$ cat src/tcp_pkg.sv
`default_nettype none
package tcp_pkg;

  // Telnet command bytes
  localparam logic [7:0] B_IAC  = 8'd255;
  localparam logic [7:0] B_SE   = 8'd240;
  localparam logic [7:0] B_NOP  = 8'd241;
  localparam logic [7:0] B_BRK  = 8'd243;
  localparam logic [7:0] B_GA   = 8'd249;
  localparam logic [7:0] B_SB   = 8'd250;
  localparam logic [7:0] B_WILL = 8'd251;
  localparam logic [7:0] B_DONT = 8'd254;

  // Event codes
  localparam logic [3:0] EV_NONE   = 4'd0;
  localparam logic [3:0] EV_DATA   = 4'd1;
  localparam logic [3:0] EV_FILTER = 4'd2;
  localparam logic [3:0] EV_NOP    = 4'd3;
  localparam logic [3:0] EV_BRK    = 4'd4;
  localparam logic [3:0] EV_GA     = 4'd10;
  localparam logic [3:0] EV_OPTION = 4'd11;

  typedef enum logic [2:0] {
    ST_DATA   = 3'd0,
    ST_IAC    = 3'd1,
    ST_OPT    = 3'd2,
    ST_SB     = 3'd3,
    ST_SB_IAC = 3'd4
  } parse_state_t;

  typedef struct packed {
    parse_state_t state;
    logic [1:0]   pending_verb;
    logic         seen;
  } ctx_t;

  typedef struct packed {
    logic [3:0] event_kind;
    logic [7:0] data_byte;
    logic [1:0] option_verb;
    logic [7:0] option_code;
    logic       nvt_seen;
  } result_t;

endpackage
`default_nettype wire

$ cat src/tcp_if.sv
`default_nettype none
interface tcp_in_if;
  logic       valid;
  logic       ready;
  logic [7:0] rx_byte;
  modport source (output valid, output rx_byte, input ready);
  modport sink (input valid, input rx_byte, output ready);
endinterface

interface tcp_out_if;
  logic       valid;
  logic       ready;
  logic [3:0] event_kind;
  logic [7:0] data_byte;
  logic [1:0] option_verb;
  logic [7:0] option_code;
  logic       nvt_seen;
  modport source (output valid, output event_kind, output data_byte, output option_verb,
                  output option_code, output nvt_seen, input ready);
  modport sink (input valid, input event_kind, input data_byte, input option_verb,
                input option_code, input nvt_seen, output ready);
endinterface

interface tcp_cfg_if;
  logic       valid;
  logic       ready;
  logic [7:0] data;
  modport source (output valid, output data, input ready);
  modport sink (input valid, input data, output ready);
endinterface
`default_nettype wire

$ cat src/tcp_decode.sv
`default_nettype none
module tcp_decode (
  input  wire tcp_pkg::ctx_t    ctx,
  input  wire logic [7:0]       filter_char,
  input  wire logic [7:0]       rx_byte,
  output tcp_pkg::ctx_t         ctx_nxt,
  output tcp_pkg::result_t      res
);

  always_comb begin
    ctx_nxt = ctx;
    res     = '0;
    case (ctx.state)
      tcp_pkg::ST_IAC: begin
        ctx_nxt.state = tcp_pkg::ST_DATA;
        case (rx_byte) inside
          tcp_pkg::B_IAC: begin
            res.event_kind = tcp_pkg::EV_DATA;
            res.data_byte  = tcp_pkg::B_IAC;
          end
          tcp_pkg::B_NOP: res.event_kind = tcp_pkg::EV_NOP;
          [tcp_pkg::B_BRK:tcp_pkg::B_GA]:
            res.event_kind = tcp_pkg::EV_BRK + 4'(rx_byte - tcp_pkg::B_BRK);
          tcp_pkg::B_SB: ctx_nxt.state = tcp_pkg::ST_SB;
          [tcp_pkg::B_WILL:tcp_pkg::B_DONT]: begin
            ctx_nxt.pending_verb = 2'(rx_byte - tcp_pkg::B_WILL);
            ctx_nxt.seen         = 1'b1;
            ctx_nxt.state        = tcp_pkg::ST_OPT;
          end
          default: ; // DM, stray SE and low codes are dropped
        endcase
      end
      tcp_pkg::ST_OPT: begin
        res.event_kind  = tcp_pkg::EV_OPTION;
        res.option_verb = ctx.pending_verb;
        res.option_code = rx_byte;
        ctx_nxt.state   = tcp_pkg::ST_DATA;
      end
      tcp_pkg::ST_SB: begin
        if (rx_byte == tcp_pkg::B_IAC) begin
          ctx_nxt.state = tcp_pkg::ST_SB_IAC;
        end
      end
      tcp_pkg::ST_SB_IAC: begin
        ctx_nxt.state = (rx_byte == tcp_pkg::B_SE) ? tcp_pkg::ST_DATA : tcp_pkg::ST_SB;
      end
      default: begin
        ctx_nxt.state = tcp_pkg::ST_DATA;
        // filter check wins over IAC
        if (filter_char != 8'd0 && rx_byte == filter_char) begin
          res.event_kind = tcp_pkg::EV_FILTER;
        end else if (rx_byte == tcp_pkg::B_IAC) begin
          ctx_nxt.state = tcp_pkg::ST_IAC;
        end else begin
          res.event_kind = tcp_pkg::EV_DATA;
          res.data_byte  = rx_byte;
        end
      end
    endcase
    res.nvt_seen = ctx_nxt.seen;
  end

endmodule
`default_nettype wire

$ cat src/telnet_command_parser_core.sv
// Telnet receive parser: takes one received byte per transfer on in_bus and
// gives exactly one result transfer on out_bus for it, in order. Throughput
// is one byte per clock while the sink does not stall. A taken byte is held
// in the input register, then passes through one state step of decode logic
// into the result register, from which it transfers on out_bus. The result
// register holds while the sink stalls and the input register keeps taking
// bytes until both are full.
// filter_char is written through cfg_bus (always ready); write it only while
// no byte is in flight. Reset clears filter_char, the parse state and the
// sticky negotiation flag.
`default_nettype none
module telnet_command_parser_core (
  input  wire logic  clk,
  input  wire logic  rst_n,
  tcp_in_if.sink     in_bus,
  tcp_out_if.source  out_bus,
  tcp_cfg_if.sink    cfg_bus
);

  // input register
  logic       in_valid_r;
  logic [7:0] in_byte_r;

  // result register and parser context
  logic              out_valid_r;
  tcp_pkg::result_t  res_r;
  tcp_pkg::ctx_t     ctx_r;
  tcp_pkg::ctx_t     ctx_nxt;
  tcp_pkg::result_t  res_nxt;

  logic [7:0] filter_r;
  logic       advance;

  // result slot free or draining this cycle
  assign advance      = !out_valid_r || out_bus.ready;
  assign in_bus.ready = !in_valid_r || advance;
  assign cfg_bus.ready = 1'b1;

  tcp_decode u_decode (
    .ctx         (ctx_r),
    .filter_char (filter_r),
    .rx_byte     (in_byte_r),
    .ctx_nxt     (ctx_nxt),
    .res         (res_nxt)
  );

  // filter character register
  always_ff @(posedge clk) begin
    if (!rst_n) begin
      filter_r <= 8'd0;
    end else if (cfg_bus.valid) begin
      filter_r <= cfg_bus.data;
    end
  end

  // input stage
  always_ff @(posedge clk) begin
    if (!rst_n) begin
      in_valid_r <= 1'b0;
    end else if (in_bus.ready) begin
      in_valid_r <= in_bus.valid;
    end
  end

  always_ff @(posedge clk) begin
    if (in_bus.ready && in_bus.valid) begin
      in_byte_r <= in_bus.rx_byte;
    end
  end

  // result stage; context advances only when a byte moves into the result
  always_ff @(posedge clk) begin
    if (!rst_n) begin
      out_valid_r <= 1'b0;
      ctx_r       <= '{state: tcp_pkg::ST_DATA, pending_verb: 2'd0, seen: 1'b0};
    end else if (advance) begin
      out_valid_r <= in_valid_r;
      if (in_valid_r) begin
        ctx_r <= ctx_nxt;
      end
    end
  end

  always_ff @(posedge clk) begin
    if (!rst_n) begin
      res_r <= '0;
    end else if (advance && in_valid_r) begin
      res_r <= res_nxt;
    end
  end

  assign out_bus.valid       = out_valid_r;
  assign out_bus.event_kind  = res_r.event_kind;
  assign out_bus.data_byte   = res_r.data_byte;
  assign out_bus.option_verb = res_r.option_verb;
  assign out_bus.option_code = res_r.option_code;
  assign out_bus.nvt_seen    = res_r.nvt_seen;

endmodule
`default_nettype wire

$ cat src/flat_wrapper.sv
// flat-port wrapper written by rule: the top's interface ports become plain ports
module telnet_command_parser_core_flat 
  (clk, rst_n, in_bus_valid, in_bus_rx_byte, in_bus_ready, out_bus_valid, out_bus_event_kind, out_bus_data_byte, out_bus_option_verb, out_bus_option_code, out_bus_nvt_seen, out_bus_ready, cfg_bus_valid, cfg_bus_data, cfg_bus_ready);
  tcp_in_if in_bus_i ();
  tcp_out_if out_bus_i ();
  tcp_cfg_if cfg_bus_i ();
  input  wire logic clk;
  input  wire logic rst_n;
  input wire logic [$bits(in_bus_i.valid)-1:0] in_bus_valid;
  input wire logic [$bits(in_bus_i.rx_byte)-1:0] in_bus_rx_byte;
  output wire logic [$bits(in_bus_i.ready)-1:0] in_bus_ready;
  output wire logic [$bits(out_bus_i.valid)-1:0] out_bus_valid;
  output wire logic [$bits(out_bus_i.event_kind)-1:0] out_bus_event_kind;
  output wire logic [$bits(out_bus_i.data_byte)-1:0] out_bus_data_byte;
  output wire logic [$bits(out_bus_i.option_verb)-1:0] out_bus_option_verb;
  output wire logic [$bits(out_bus_i.option_code)-1:0] out_bus_option_code;
  output wire logic [$bits(out_bus_i.nvt_seen)-1:0] out_bus_nvt_seen;
  input wire logic [$bits(out_bus_i.ready)-1:0] out_bus_ready;
  input wire logic [$bits(cfg_bus_i.valid)-1:0] cfg_bus_valid;
  input wire logic [$bits(cfg_bus_i.data)-1:0] cfg_bus_data;
  output wire logic [$bits(cfg_bus_i.ready)-1:0] cfg_bus_ready;
  assign in_bus_i.valid = in_bus_valid;
  assign in_bus_i.rx_byte = in_bus_rx_byte;
  assign in_bus_ready = in_bus_i.ready;
  assign out_bus_valid = out_bus_i.valid;
  assign out_bus_event_kind = out_bus_i.event_kind;
  assign out_bus_data_byte = out_bus_i.data_byte;
  assign out_bus_option_verb = out_bus_i.option_verb;
  assign out_bus_option_code = out_bus_i.option_code;
  assign out_bus_nvt_seen = out_bus_i.nvt_seen;
  assign out_bus_i.ready = out_bus_ready;
  assign cfg_bus_i.valid = cfg_bus_valid;
  assign cfg_bus_i.data = cfg_bus_data;
  assign cfg_bus_ready = cfg_bus_i.ready;
  telnet_command_parser_core u_core (.clk(clk), .rst_n(rst_n), .in_bus(in_bus_i), .out_bus(out_bus_i), .cfg_bus(cfg_bus_i));
endmodule
$ cat config.mk
export PLATFORM = sky130hd
export DESIGN_NAME = telnet_command_parser_core_flat
export DESIGN_NICKNAME = d
export VERILOG_FILES = /design/src/tcp_pkg.sv /design/src/tcp_if.sv /design/src/tcp_decode.sv /design/src/telnet_command_parser_core.sv /design/src/flat_wrapper.sv
export SDC_FILE = /design/constraint.sdc
export NUM_CORES = 1
export LEC_CHECK = 0
export ABC_CLOCK_PERIOD_IN_PS = 2400
export BUFFER_PORTS_ARGS = -buffer_cell sky130_fd_sc_hd__buf_4
export CELL_PAD_IN_SITES_DETAIL_PLACEMENT = 1
export CELL_PAD_IN_SITES_GLOBAL_PLACEMENT = 2
export CORE_MARGIN = 1.5
export CORE_UTILIZATION = 32
export DETAILED_ROUTE_END_ITERATION = 10
export HOLD_SLACK_MARGIN = 0.02
export PLACE_DENSITY = 0.78
export SYNTH_ARGS = -nofsm -noshare
export SYNTH_HDL_FRONTEND = slang
export SYNTH_SLANG_ARGS = --single-unit
$ cat constraint.sdc
create_clock -name clk -period 2.4 [get_ports clk]
set_input_delay 0.12 -clock clk [delete_from_list [all_inputs] [get_ports clk]]
set_output_delay 0.12 -clock clk [all_outputs]
set_load 0.1 [all_outputs]
Word-level counts from Yosys, hierarchy flattened. Index checks and enable logic that the tools add are counted.

Add/subtract/negate cells: 3. Magnitude comparators: 4. Eq/ne operators: 10. Muxes and demuxes: 26. Bitwise gates (word level): 4. Reductions and logical operators: 15.

Operators with widths (number): == test 8 bit (second input constant) (4); greater-or-equal comparator 8 bit (second input constant) (2); less-or-equal comparator 8 bit (second input constant) (2); two-way mux 8 bit (2); one-hot mux 8 bit (2 select lines) (1); two-way mux 3 bit (4); two-way mux 4 bit (3); one-hot mux 3 bit (4 select lines) (1); one-hot mux 4 bit (3 select lines) (1); two-way mux 10 bit (1); two-way mux 9 bit (1); == test 8 bit (1); two-way mux 1 bit (8); two-way mux 2 bit (4); AND reduction 8 bit (1); nonzero test 8 bit (1); == test 3 x 2 -> 1 bit (second input constant) (2); logical AND 1 bit (5); adder 3 x 4 -> 4 bit (first input constant) (1); NOT 1 bit (4); subtractor 4 x 2 -> 4 bit (second input constant) (1); == test 3 x 1 -> 1 bit (second input constant) (1); == test 3 bit (second input constant) (1); AND reduction 3 bit (1); 7 further kinds (9).

Register bits: 47. Input port bits: 21. Output and inout port bits: 26. Logic and storage cells: 74.

Depth between registers and ports, before layout. Gate-level depths: netlist of the first run.

Depth in word-level cells: 8. Depth in mapped cells: 8. Depth with buffers taken out: 7.

Modules after synthesis. From an unflattened synthesis of the first run, not the netlist that was laid out.

Cell total of the unflattened synthesis: 277. Area, all modules: 2509.9 um^2.

Modules (own cells, without submodules): telnet_command_parser_core (instances 1, cells an instance 171, area an instance 1803.0 um^2, seq. area each 1021.0 um^2); tcp_decode (instances 1, cells an instance 106, area an instance 706.9 um^2, seq. area each 0.0 um^2).

Least setup slack after synthesis of the first run. Ideal clock, no wire load.

Kind: reg2reg. Start: register u_core.out_valid_r (netlist: u_core.out_bus.valid). End: register u_core.in_byte_r[0], enable pin. Library setup time: 0.279 ns. Arrival time: 2.307 ns. Data required time: 2.121 ns. Path slack: -0.186 ns. Stages on the path, launching flop included: 4. Buffers on the path: 0. Period minus slack after synthesis: 2.586 ns. Cell sequence: dfxtp_1 nor2b_1 nand2_1 and2_1.

Longest elaborated chain between the ends: 4.

Ends and longest elaborated chain: start: declaration (line telnet_command_parser_core.sv:25) `logic out_valid_r;`; start signal: assignment (line telnet_command_parser_core.sv:77) `out_valid_r <= in_valid_r;`; zero test 1 bit (line telnet_command_parser_core.sv:35) `assign advance = !out_valid_r || out_bus.ready;`; logical OR 1 bit (line telnet_command_parser_core.sv:35); logical OR 1 bit (line telnet_command_parser_core.sv:36) `assign in_bus.ready = !in_valid_r || advance;`; via in_bus_ready (line flat_wrapper.sv:11) `output wire logic [$bits(in_bus_i.ready)-1:0] in_bus_ready;`; logical AND 1 bit (line telnet_command_parser_core.sv:66) `if (in_bus.ready && in_bus.valid) begin`; end signal: assignment (line telnet_command_parser_core.sv:67) `in_byte_r <= in_bus.rx_byte;`; end: declaration (line telnet_command_parser_core.sv:22) `logic [7:0] in_byte_r;`.

The timed path passes the listed nets, and every way through them passes these cells. A chain may end at the register's enable or synchronous reset.

Final worst setup path of the first run.
Start: register u_core.in_byte_r[0]. End: register u_core.ctx_r[2] (netlist name).

Longest elaborated chain between the ends: 4. Elaborated cells between the ends (all ways): 15. Classes of those cells: add/sub: 1; order compare: 4; eq/ne: 3; bitwise: 4; reduce/logical: 3.

Ends and longest elaborated chain: greater-or-equal comparator 8 bit (no line) or less-or-equal comparator 8 bit (tied branches); logical AND 1 bit (no line); NOT 1 bit (no line); AND reduction 8 bit (no line); end signal: assignment (line telnet_command_parser_core.sv:75) `ctx_r <= '{state: tcp_pkg::ST_DATA, pending_verb: 2'd0, seen: 1'b0};`; end signal: assignment (line telnet_command_parser_core.sv:79) `ctx_r <= ctx_nxt;`; end: declaration (line telnet_command_parser_core.sv:27) `tcp_pkg::ctx_t ctx_r;`.

Several ways; a longest one is shown, not always the timed one.

==> impl_metrics.toml, run 1 <==
[cts]
cts_resized = 0
clk_latency_ps = 310
clkTransAtPathRegs_ps = 90
cts-root-buf = "clkbuf_8"
cts_buffer_depth = 2
cts_tree = "yes"
cts_sinks = 46
cts_inserted_buffers = 5
h-tree-depth = 2

[critical_path]
critPathBufInv = 1
critPathSlowestCell = "edfxtp_1"
crit_type = "flip-flop to flip-flop"
required_ps = 2590
r2r-start = "u_core.in_byte_r[0]$_DFFE_PP_"
rrSetupSlack_ps = 330
r2r_end = "u_core.ctx_r[2]$_SDFFE_PN0P_"
critPathLaunchType = "flip-flop"
slowest_delay_ps = 580
reg2regPathDepth = 7
crit_chain = "inv_1 > ha_1 > nor2_1 > o211ai_1 > nor4_4 > mux2i_1 > nor2_1"
endpoint_kind = "flip-flop"
path_common_cell = "nor2_1"
crit_fanout = 10
cp_data_arrival_time_ps = 2260
crit_family = "simple AND/OR/NAND/NOR gates"

[placement]
dp_hpwl_mm = 4.15
gp_congestion = 0.837
port-buffer-count = 45
place_ws_ps = 342

[global_routing]
use_met1 = 0.248
grt_max_degree = 26
grt_busiest_layer = "met2"
grt_usage = 0.177
antenna_found_initial = 0
grt_pass1_wl_mm = 9.92
grt_pass1_vias = 1886
met2_usage = 0.276
gr-usage-met3 = 0.0433
grt_remaining_overflow = 0

[synth]
synth-main-ff-cell = "dfxtp_1"
ys_seq_area_frac = 0.470
synth_compound_area_frac = 0.147
netlist_area_um2 = 2130
synth_top_cells_by_count = "dfxtp_1, nor2_1, nand2_1, a22oi_1, mux2i_1"
ys_ff_latch = 46
synth_top_area_frac = 0.357
synth_top_family_by_area = "simple AND/OR/NAND/NOR gates"
syn_inst = 229
ys_top_cells_by_area = "dfxtp_1, edfxtp_1, nor2_1, nand2_1, mux2i_1"
yosysUniqueCellTypes = 44
yosysWarnings = 0
synthAdderAreaFrac = 0.0294
synth.area.mux_share = 0.0470
yosysMostFrequentCell = "dfxtp_1"
synth_top_area_cell = "dfxtp_1"
yosys.area_share.simple = 0.217
synth_async_sr_flop_share = 0
synthXorXnorAreaFrac = 0.0452
synth_fp_nets = 255
synth.avg_cell_area_um2 = 9.30
synth-edff-count = 8

[die]
boundaryPins = 47
dieArea_um2 = 7150
row_count = 29
start_util = 0.333
fp.dieH_um = 84.6
fp.dieW_um = 84.6
core_area_um2 = 6390

[final_layout]
regArea_um2 = 1000
multi_input_comb_area_um2 = 1040
diodes = 0
nets = 305
num-fill-cells = 752
drive_above_1_share = 0.225
synthToLayoutAreaGrowth_pct = 27.3

[min_path]
hp-class = "input pin to flip-flop"
worstHoldPathCells = 3
hold_start = "in_bus_valid"
whs_endpoint = "u_core.in_valid_r$_SDFFE_PN0N_"

[power_and_ir_drop]
vdd_ir_drop_max_v = 0.000297
p_leak_nw = 1.15
power.density_nw_per_um2 = 645

[routing]
drt_iter0_drc = 114
first_pass_iters = 4
final_antenna_net_count = 0
post-route-drc-count = 0
vias = 1797
wirelength_mm = 5.88
wl_per_cell_um = 16.5
vias_per_cell = 5.03

[timing]
worstMarginPinSlew_ps = 853
finalWorstSetupSlack_ps = 335
rsz0062_at_grt = "no"
setup_viol = 0
finalCritPeriodShare = 0.861
slew_violations = 0
tns_ps = 0
fmax_ghz = 0.484
hold_viol = 0
slew_headroom = 0.429
fin_crit_ps = 2070
skew_ps = 3.47

[outcome]
status = "finished, final reports clean"

[flow_run]
drv_cap = 0
[cells in the final DEF, fill, tap and decap left out, types with 2 or more instances in the layout]
cell,instances
o21ai_0,5
a31oi_1,4
dlygate4sd3_1,8
inv_1,3
xnor2_1,3
edfxtp_1,8
o22ai_1,2
o211ai_1,3
clkbuf_8,5
nor2_1,33
a211oi_1,2
or3_1,3
nand3_1,6
a22oi_1,10
ha_1,5
nand4_1,2
a22o_1,8
buf_4,49
nand2b_1,2
nor4_2,2
xor2_1,8
nor4_1,4
a21oi_1,7
nand2_1,30
nor2b_1,2
dfxtp_1,37
mux2i_1,10
[what timing repair did]
item | in CTS | in global routing
hold buffers | 8 | 0
endpoints found under the hold margin | 8 | 0
setup buffers | 0 | 0
[routing by layer]
metal | wire, µm | part of all wire | vias to the layer above
li1 | - | - | 905
met2 | 2640 | 0.45 | 33
met1 | 2970 | 0.50 | 853
met4 | 57 | 0.0097 | 0
met5 | 0 | 0 | -
met3 | 218 | 0.037 | 6
[worst min-delay path: cells and delay by family]
kind | cells | cell delay [ps]
and+or+nand+nor | 1 | 60
AOI/OAI and AO/OA | 1 | 30
buffers and inverters | 1 | 80
[through the flow]
stage / hold WS [ps] / total power [mW] / area (µm²) / cells / util
2_1_floorplan: 219 / 1.08 / 2130 / 229 / -
3_3_place_gp: 299 / 1.16 / 2520 / 341 / 0.395
3_5_place_dp: 302 / 1.17 / 2520 / 341 / 0.395
4_1_cts: 20.9 / 1.76 / 2710 / 357 / 0.424
5_1_grt: 49.6 / 1.82 / 2710 / 357 / 0.424
6_report: 21.9 / 1.75 / 2710 / 357 / 0.424
[area by class of cell]
type	count	share of cell area
flip-flops and latches	46	0.370
clock buffers	6	0.0268
well taps	77	0.0355
clock inverters	2	0.0139
multi-input cells	165	0.383
inverters	4	0.00554
repair buffers	57	0.165
[kinds of logic (layout without fill, tap and decap cells)]
kind of cell,count (synthesis),after routing
AO/OA/AOI/OAI,45,45
XOR/XNOR,11,11
adder cells (fa/ha/maj),5,5
buffers and inverters,18,69
flip-flops,46,46
multiplexers,10,10
other,1,1
AND/OR/NAND/NOR,93,93
[where the power goes]
| group | switching (mW) | internal (mW) |
|---|---|---|
| clock | 0.280 | 0.311 |
| combinational | 0.201 | 0.102 |
| sequential | 0.0362 | 0.817 |
[registers in the layout, summed over array words and instances, names as in the netlist]
name and cells:
u_core.out_bus.event_kind 4, u_core.filter_r 8, u_core.in_byte_r 8, u_core.in_valid_r 1, u_core.out_bus.data_byte 8, u_core.out_bus.option_code 8, u_core.out_bus.option_verb 2, u_core.ctx_r 5
u_core.out_bus.valid 1, u_core.out_bus.nvt_seen 1
[worst max path at each step]
stage | from | to | slack (ps) | cells past startpoint
6_report | u_core.in_byte_r[0]$_DFFE_PP_ | u_core.ctx_r[2]$_SDFFE_PN0P_ | 330 | 7
5_1_grt | u_core.in_byte_r[0]$_DFFE_PP_ | u_core.ctx_r[2]$_SDFFE_PN0P_ | 50 | 7
4_1_cts | u_core.in_byte_r[0]$_DFFE_PP_ | u_core.ctx_r[2]$_SDFFE_PN0P_ | 310 | 7
3_5_place_dp | u_core.in_byte_r[0]$_DFFE_PP_ | u_core.ctx_r[2]$_SDFFE_PN0P_ | 340 | 7
3_3_place_gp | u_core.in_byte_r[1]$_DFFE_PP_ | u_core.ctx_r[2]$_SDFFE_PN0P_ | 390 | 7
2_1_floorplan | u_core.out_bus.valid$_SDFFE_PN0N_ | u_core.in_byte_r[0]$_DFFE_PP_ | 130 | 3
(Power assumes the default switching activity.)
==> inputs of run 2 (changes only) <==
ABC_AREA = 1   (was not set)
CORE_UTILIZATION = 31   (was 32)
PLACE_DENSITY = 0.79   (was 0.78)
==> run 2 against run 1 <==
Against the previous run: maximum frequency rose by 8.1%; die area increased by 9.4%; flip-flop and latch count stayed put; critical path depth up 1; sequential power up 0.5%.
==> impl_metrics.toml, run 2 <==
[timing]
slew_violations = 0
finalWorstSetupSlack_ps = 488
finalCritPeriodShare = 0.796
fin_crit_ps = 1910
hold_viol = 0
fmax_ghz = 0.523
rsz0062_at_grt = "no"
skew_ps = 9.43
setup_viol = 0
tns_ps = 0

[synth]
synth_top_area_cell = "dfxtp_1"
synth-main-ff-cell = "dfxtp_1"
syn_inst = 296
synth_fp_nets = 322
synth.avg_cell_area_um2 = 7.65
yosysWarnings = 0
synth_top_cells_by_count = "nand2_1, a21oi_1, dfxtp_1, nor2_1, inv_1"
ys_top_cells_by_area = "dfxtp_1, edfxtp_1, nand2_1, a21oi_1, nor2_1"
synth-edff-count = 8
yosysUniqueCellTypes = 34
synth_top_area_frac = 0.336
synth_async_sr_flop_share = 0
ys_seq_area_frac = 0.442
yosysMostFrequentCell = "nand2_1"
ys_ff_latch = 46
netlist_area_um2 = 2260

[cts]
cts_buffer_depth = 2
cts_inserted_buffers = 5
cts_resized = 0
clk_latency_ps = 300
h-tree-depth = 2
cts-root-buf = "clkbuf_8"
cts_sinks = 46
clkTransAtPathRegs_ps = 90
cts_tree = "yes"

[min_path]
worstHoldPathCells = 3
whs_endpoint = "u_core.filter_r[2]$_SDFFE_PN0P_"
hp-class = "input pin to flip-flop"
hold_start = "cfg_bus_data[2]"

[routing]
first_pass_iters = 4
vias_per_cell = 4.65
vias = 2078
post-route-drc-count = 0
wl_per_cell_um = 13.7
wirelength_mm = 6.14
final_antenna_net_count = 0
drt_iter0_drc = 60

[critical_path]
crit_fanout = 9
r2r-start = "u_core.in_byte_r[0]$_DFFE_PP_"
path_common_cell = "nor2_1"
critPathLaunchType = "flip-flop"
critPathSlowestCell = "edfxtp_1"
rrSetupSlack_ps = 490
r2r_end = "u_core.ctx_r[2]$_SDFFE_PN0P_"
critPathBufInv = 1
reg2regPathDepth = 8
slowest_delay_ps = 570
required_ps = 2590
cp_data_arrival_time_ps = 2100
crit_type = "flip-flop to flip-flop"
cp.depth = 8
endpoint_kind = "flip-flop"
crit_chain = "inv_1 > ha_1 > nor2_1 > o21ai_2 > nor3_2 > nand2_1 > o21ai_1 > nor2_1"
crit_family = "flip-flops"

[die]
fp.dieH_um = 88.5
start_util = 0.326
row_count = 30
boundaryPins = 47
dieArea_um2 = 7830
core_area_um2 = 6940
fp.dieW_um = 88.5

[final_layout]
diodes = 0
drive_above_1_share = 0.222
final_cell_mix = "nand2_1, buf_4, nor2_1, a21oi_1, dfxtp_1"
synthToLayoutAreaGrowth_pct = 27.5
final_common_cell = "nand2_1"
stdcell_area_um2 = 2890
nets = 376

[power_and_ir_drop]
p_clk_frac = 0.329
vdd_ir_drop_max_v = 0.000317
pwr-share-comb = 0.189
power.total_mw = 1.78
power.internal_mw = 1.23
switchingPower_mw = 0.543
seqPwrFrac = 0.482
swShare = 0.306
p_leak_nw = 1.28
power.density_nw_per_um2 = 615

[placement]
gp_congestion = 0.786
place_ws_ps = 490
place_area_um2 = 2700
port-buffer-count = 45
dp_hpwl_mm = 4.57

[global_routing]
antenna_found_initial = 0
grt_remaining_overflow = 0
grt_pass1_wl_mm = 10.0
grt_pass1_vias = 2064
grt_usage = 0.167
grt_max_degree = 29

[flow_run]
drv_cap = 0

[outcome]
status = "finished, final reports clean"
==> run 2: cell types whose count changed in the layout (fill, tap and decap cells not counted), sizes merged, moves of 8 or more <==
cell | previous run | this run
a21oi | 7 | 39
a22o | 8 | 0
inv | 3 | 36
mux2i | 10 | 0
nand2 | 30 | 66
nand3 | 6 | 17
nor2 | 33 | 44
o21ai | 6 | 16
==> run 2: layout make-up <==
cell class | count | area, µm²
fillers | 875 | 4060
multi-input cells | 206 | 1080
flip-flops and latches | 46 | 1000
repair buffers | 55 | 433
inverters | 36 | 138
well taps | 96 | 120
clock buffers | 5 | 68.8
clock inverters | 3 | 43.8
==> run 2: worst register-to-register path: stages, from the launching register on <==
cell,delay (ps)
edfxtp_1,570
inv_1,180
ha_1,250
nor2_1,140
o21ai_2,110
nor3_2,230
nand2_1,140
o21ai_1,150
nor2_1,50
==> run 2: logic make-up after synthesis <==
group	synth area share
XOR/XNOR	0.0155
AO/OA/AOI/OAI	0.138
buffers and inverters	0.0801
adder cells (fa/ha/maj)	0.0276
flip-flops	0.442
other	0.00166
AND/OR/NAND/NOR	0.295
==> run 2: what timing repair did <==
item                       CTS  global route
hold endpoints to repair     8             0
setup buffers                0             0
setup endpoints to repair    0             0
hold buffers                 8             0
==> run 2: stage by stage <==
step           cells   util  hold slack [ps]
4_1_cts          447  0.416             36.8
5_1_grt          447  0.416             49.4
3_5_place_dp     431  0.388              300
6_report         447  0.416             41.3
3_3_place_gp     431  0.388              299
2_1_floorplan    296      -              219
==> run 2: power by group through the flow <==
stage	Sequential [mW]	Combinational, mW	Clock, mW
after global routing	0.862	0.367	0.641
after global placement	0.873	0.326	0
after floorplan	0.953	0.156	0
after detailed placement	0.875	0.328	0
final	0.857	0.336	0.584
after CTS	0.857	0.339	0.599
==> run 2: worst max path at each step <==
stage / endpoint / start / slack (ps)
floorplan: u_core.in_byte_r[0]$_DFFE_PP_ / u_core.out_bus.valid$_SDFFE_PN0N_ / 200
global route: u_core.ctx_r[2]$_SDFFE_PN0P_ / u_core.in_byte_r[0]$_DFFE_PP_ / 300
finish: u_core.ctx_r[2]$_SDFFE_PN0P_ / u_core.in_byte_r[0]$_DFFE_PP_ / 490
detailed placement: u_core.ctx_r[2]$_SDFFE_PN0P_ / u_core.in_byte_r[0]$_DFFE_PP_ / 490
CTS: u_core.ctx_r[2]$_SDFFE_PN0P_ / u_core.in_byte_r[0]$_DFFE_PP_ / 460
global placement: u_core.ctx_r[1]$_SDFFE_PN0P_ / u_core.in_byte_r[0]$_DFFE_PP_ / 580
==> run 2: layer usage <==
layer  share of wire  vias to the layer above  GRT usage
li1                -                     1059          -
met1            0.48                      972      0.220
met2            0.49                       43      0.291
met3           0.030                        4     0.0289
met4          0.0059                        0     0.0298
met5               0                        -          0
==> inputs of run 3 (changes only) <==
ABC_CLOCK_PERIOD_IN_PS = 1850   (was 2400)
clock period = 1.85 ns   (was 2.4 ns; I/O delays follow)
==> run 3 against run 2 <==
Against the previous run: die area stayed put; final area rose by 3.8%; critical endpoint is now u_core.ctx_r[1]$_SDFFE_PN0P_; largest power group unchanged; largest cell class unchanged; highest routed layer unchanged; via count rose by 0.72%.
==> impl_metrics.toml, run 3 (synthesis gave the netlist of run 2 again) <==
[routing]
vias = 2093
post-route-drc-count = 0
first_pass_iters = 4
wirelength_mm = 6.27
wl_per_cell_um = 13.6
drt_iter0_drc = 55
vias_per_cell = 4.54
final_antenna_net_count = 0

[global_routing]
grt_pass1_wl_mm = 10.2
grt_max_degree = 24
grt_remaining_overflow = 0
antenna_found_initial = 0
grt_usage = 0.172
grt_pass1_vias = 2100

[die]
start_util = 0.326
dieArea_um2 = 7830
row_count = 30
fp.dieW_um = 88.5
core_area_um2 = 6940
boundaryPins = 47
fp.dieH_um = 88.5

[timing]
finalCritPeriodShare = 0.944
hold_viol = 0
fin_crit_ps = 1750
slew_violations = 0
setup_viol = 0
fmax_ghz = 0.573
skew_ps = 4.17
finalWorstSetupSlack_ps = 104

[min_path]
hp-class = "input pin to flip-flop"
worstHoldPathCells = 3
hold_start = "in_bus_valid"
whs_endpoint = "u_core.in_valid_r$_SDFFE_PN0N_"

[placement]
port-buffer-count = 45
place_area_um2 = 2750
place_inst = 437
place_ws_ps = 86.0
gp_congestion = 0.798
dp_hpwl_mm = 4.82

[power_and_ir_drop]
pwr-share-comb = 0.208
swShare = 0.318
power.density_nw_per_um2 = 746
p_clk_frac = 0.298
switchingPower_mw = 0.711
p_leak_nw = 1.34
power.internal_mw = 1.52
power.total_mw = 2.24
vdd_ir_drop_max_v = 0.000333
seqPwrFrac = 0.494

[cts]
h-tree-depth = 2
cts_buffer_depth = 2
cts_tree = "yes"
cts_inserted_buffers = 5
cts-root-buf = "clkbuf_8"
cts_sinks = 46
clkTransAtPathRegs_ps = 90
clk_latency_ps = 300

[critical_path]
cp_data_arrival_time_ps = 1990
critPathLaunchType = "flip-flop"
crit_type = "flip-flop to flip-flop"
r2r-start = "u_core.in_byte_r[0]$_DFFE_PP_"
crit_fanout = 7
reg2regPathDepth = 8
endpoint_kind = "flip-flop"
required_ps = 2090
r2r_end = "u_core.ctx_r[1]$_SDFFE_PN0P_"
rrSetupSlack_ps = 100

[final_layout]
synthToLayoutAreaGrowth_pct = 32.4
nets = 390
diodes = 0
drive_above_1_share = 0.258
num-fill-cells = 877
stdcell_area_um2 = 3000
final_cell_mix = "nand2_1, buf_4, nor2_1, a21oi_1, dfxtp_1"
instances_no_fill = 461
final_common_cell = "nand2_1"

[outcome]
status = "finished, final reports clean"

[flow_run]
drv_cap = 0
==> run 3: changes by cell type in the layout (fill, tap and decap cells not counted), sizes merged <==
cell,previous run,this run
buf,47,58
bufinv,1,0
clkbuf,5,7
clkinv,2,1
dlygate4sd3,8,11
==> run 3: timing repair <==
action / 4_1_cts / 5_1_grt
gates resized for setup: 0 / 5
hold endpoints to repair: 11 / 0
setup buffers: 0 / 5
hold buffers: 11 / 0
setup endpoints to repair: 0 / 6
==> run 3: worst max path at each step <==
stage,cells past startpoint,endpoint,start
global route,9,u_core.ctx_r[1]$_SDFFE_PN0P_,u_core.in_byte_r[1]$_DFFE_PP_
floorplan,5,u_core.in_byte_r[0]$_DFFE_PP_,u_core.out_bus.valid$_SDFFE_PN0N_
global placement,8,u_core.ctx_r[2]$_SDFFE_PN0P_,u_core.in_byte_r[0]$_DFFE_PP_
detailed placement,8,u_core.ctx_r[1]$_SDFFE_PN0P_,u_core.in_byte_r[0]$_DFFE_PP_
CTS,8,u_core.ctx_r[1]$_SDFFE_PN0P_,u_core.in_byte_r[0]$_DFFE_PP_
finish,8,u_core.ctx_r[1]$_SDFFE_PN0P_,u_core.in_byte_r[0]$_DFFE_PP_
==> run 3: stage by stage <==
stage                     hold slack, ps  setup TNS (ps)   util
after global routing                61.5           -20.2  0.432
after CTS                           60.5               0  0.425
after global placement               272               0  0.395
after detailed placement             273               0  0.395
final                               62.5               0  0.432
after floorplan                      191               0      -
==> run 3: cell type report <==
cell class | instances | area (µm²) | share of cell area
flip-flops and latches | 46 | 1000 | 0.335
clock inverters | 1 | 8.76 | 0.00292
well taps | 96 | 120 | 0.0401
clock buffers | 7 | 86.3 | 0.0288
repair buffers | 69 | 546 | 0.182
inverters | 36 | 138 | 0.0459
multi-input cells | 206 | 1090 | 0.365
==> run 3: layer usage <==
| metal | track usage | vias up | share of wire |
|---|---|---|---|
| met5 | 0 | - | 0 |
| met4 | 0.0341 | 0 | 0.0083 |
| met3 | 0.0354 | 7 | 0.026 |
| met2 | 0.297 | 36 | 0.50 |
| met1 | 0.224 | 962 | 0.46 |
| li1 | - | 1088 | - |
==> run 3: worst max-delay path, stage by stage, from the launching register on <==
cell	delay, ps
edfxtp_1	510
buf_4	180
ha_1	200
nor2_1	140
o21ai_2	110
nor3_2	210
buf_4	160
a21oi_1	60
nor2_1	110
==> run 3: power by group through the flow <==
stage | Clock [mW] | Sequential (mW) | Combinational, mW
finish | 0.666 | 1.10 | 0.466
global route | 0.732 | 1.11 | 0.511
CTS | 0.693 | 1.10 | 0.466
detailed placement | 0 | 1.13 | 0.446
global placement | 0 | 1.13 | 0.444
floorplan | 0 | 1.24 | 0.202
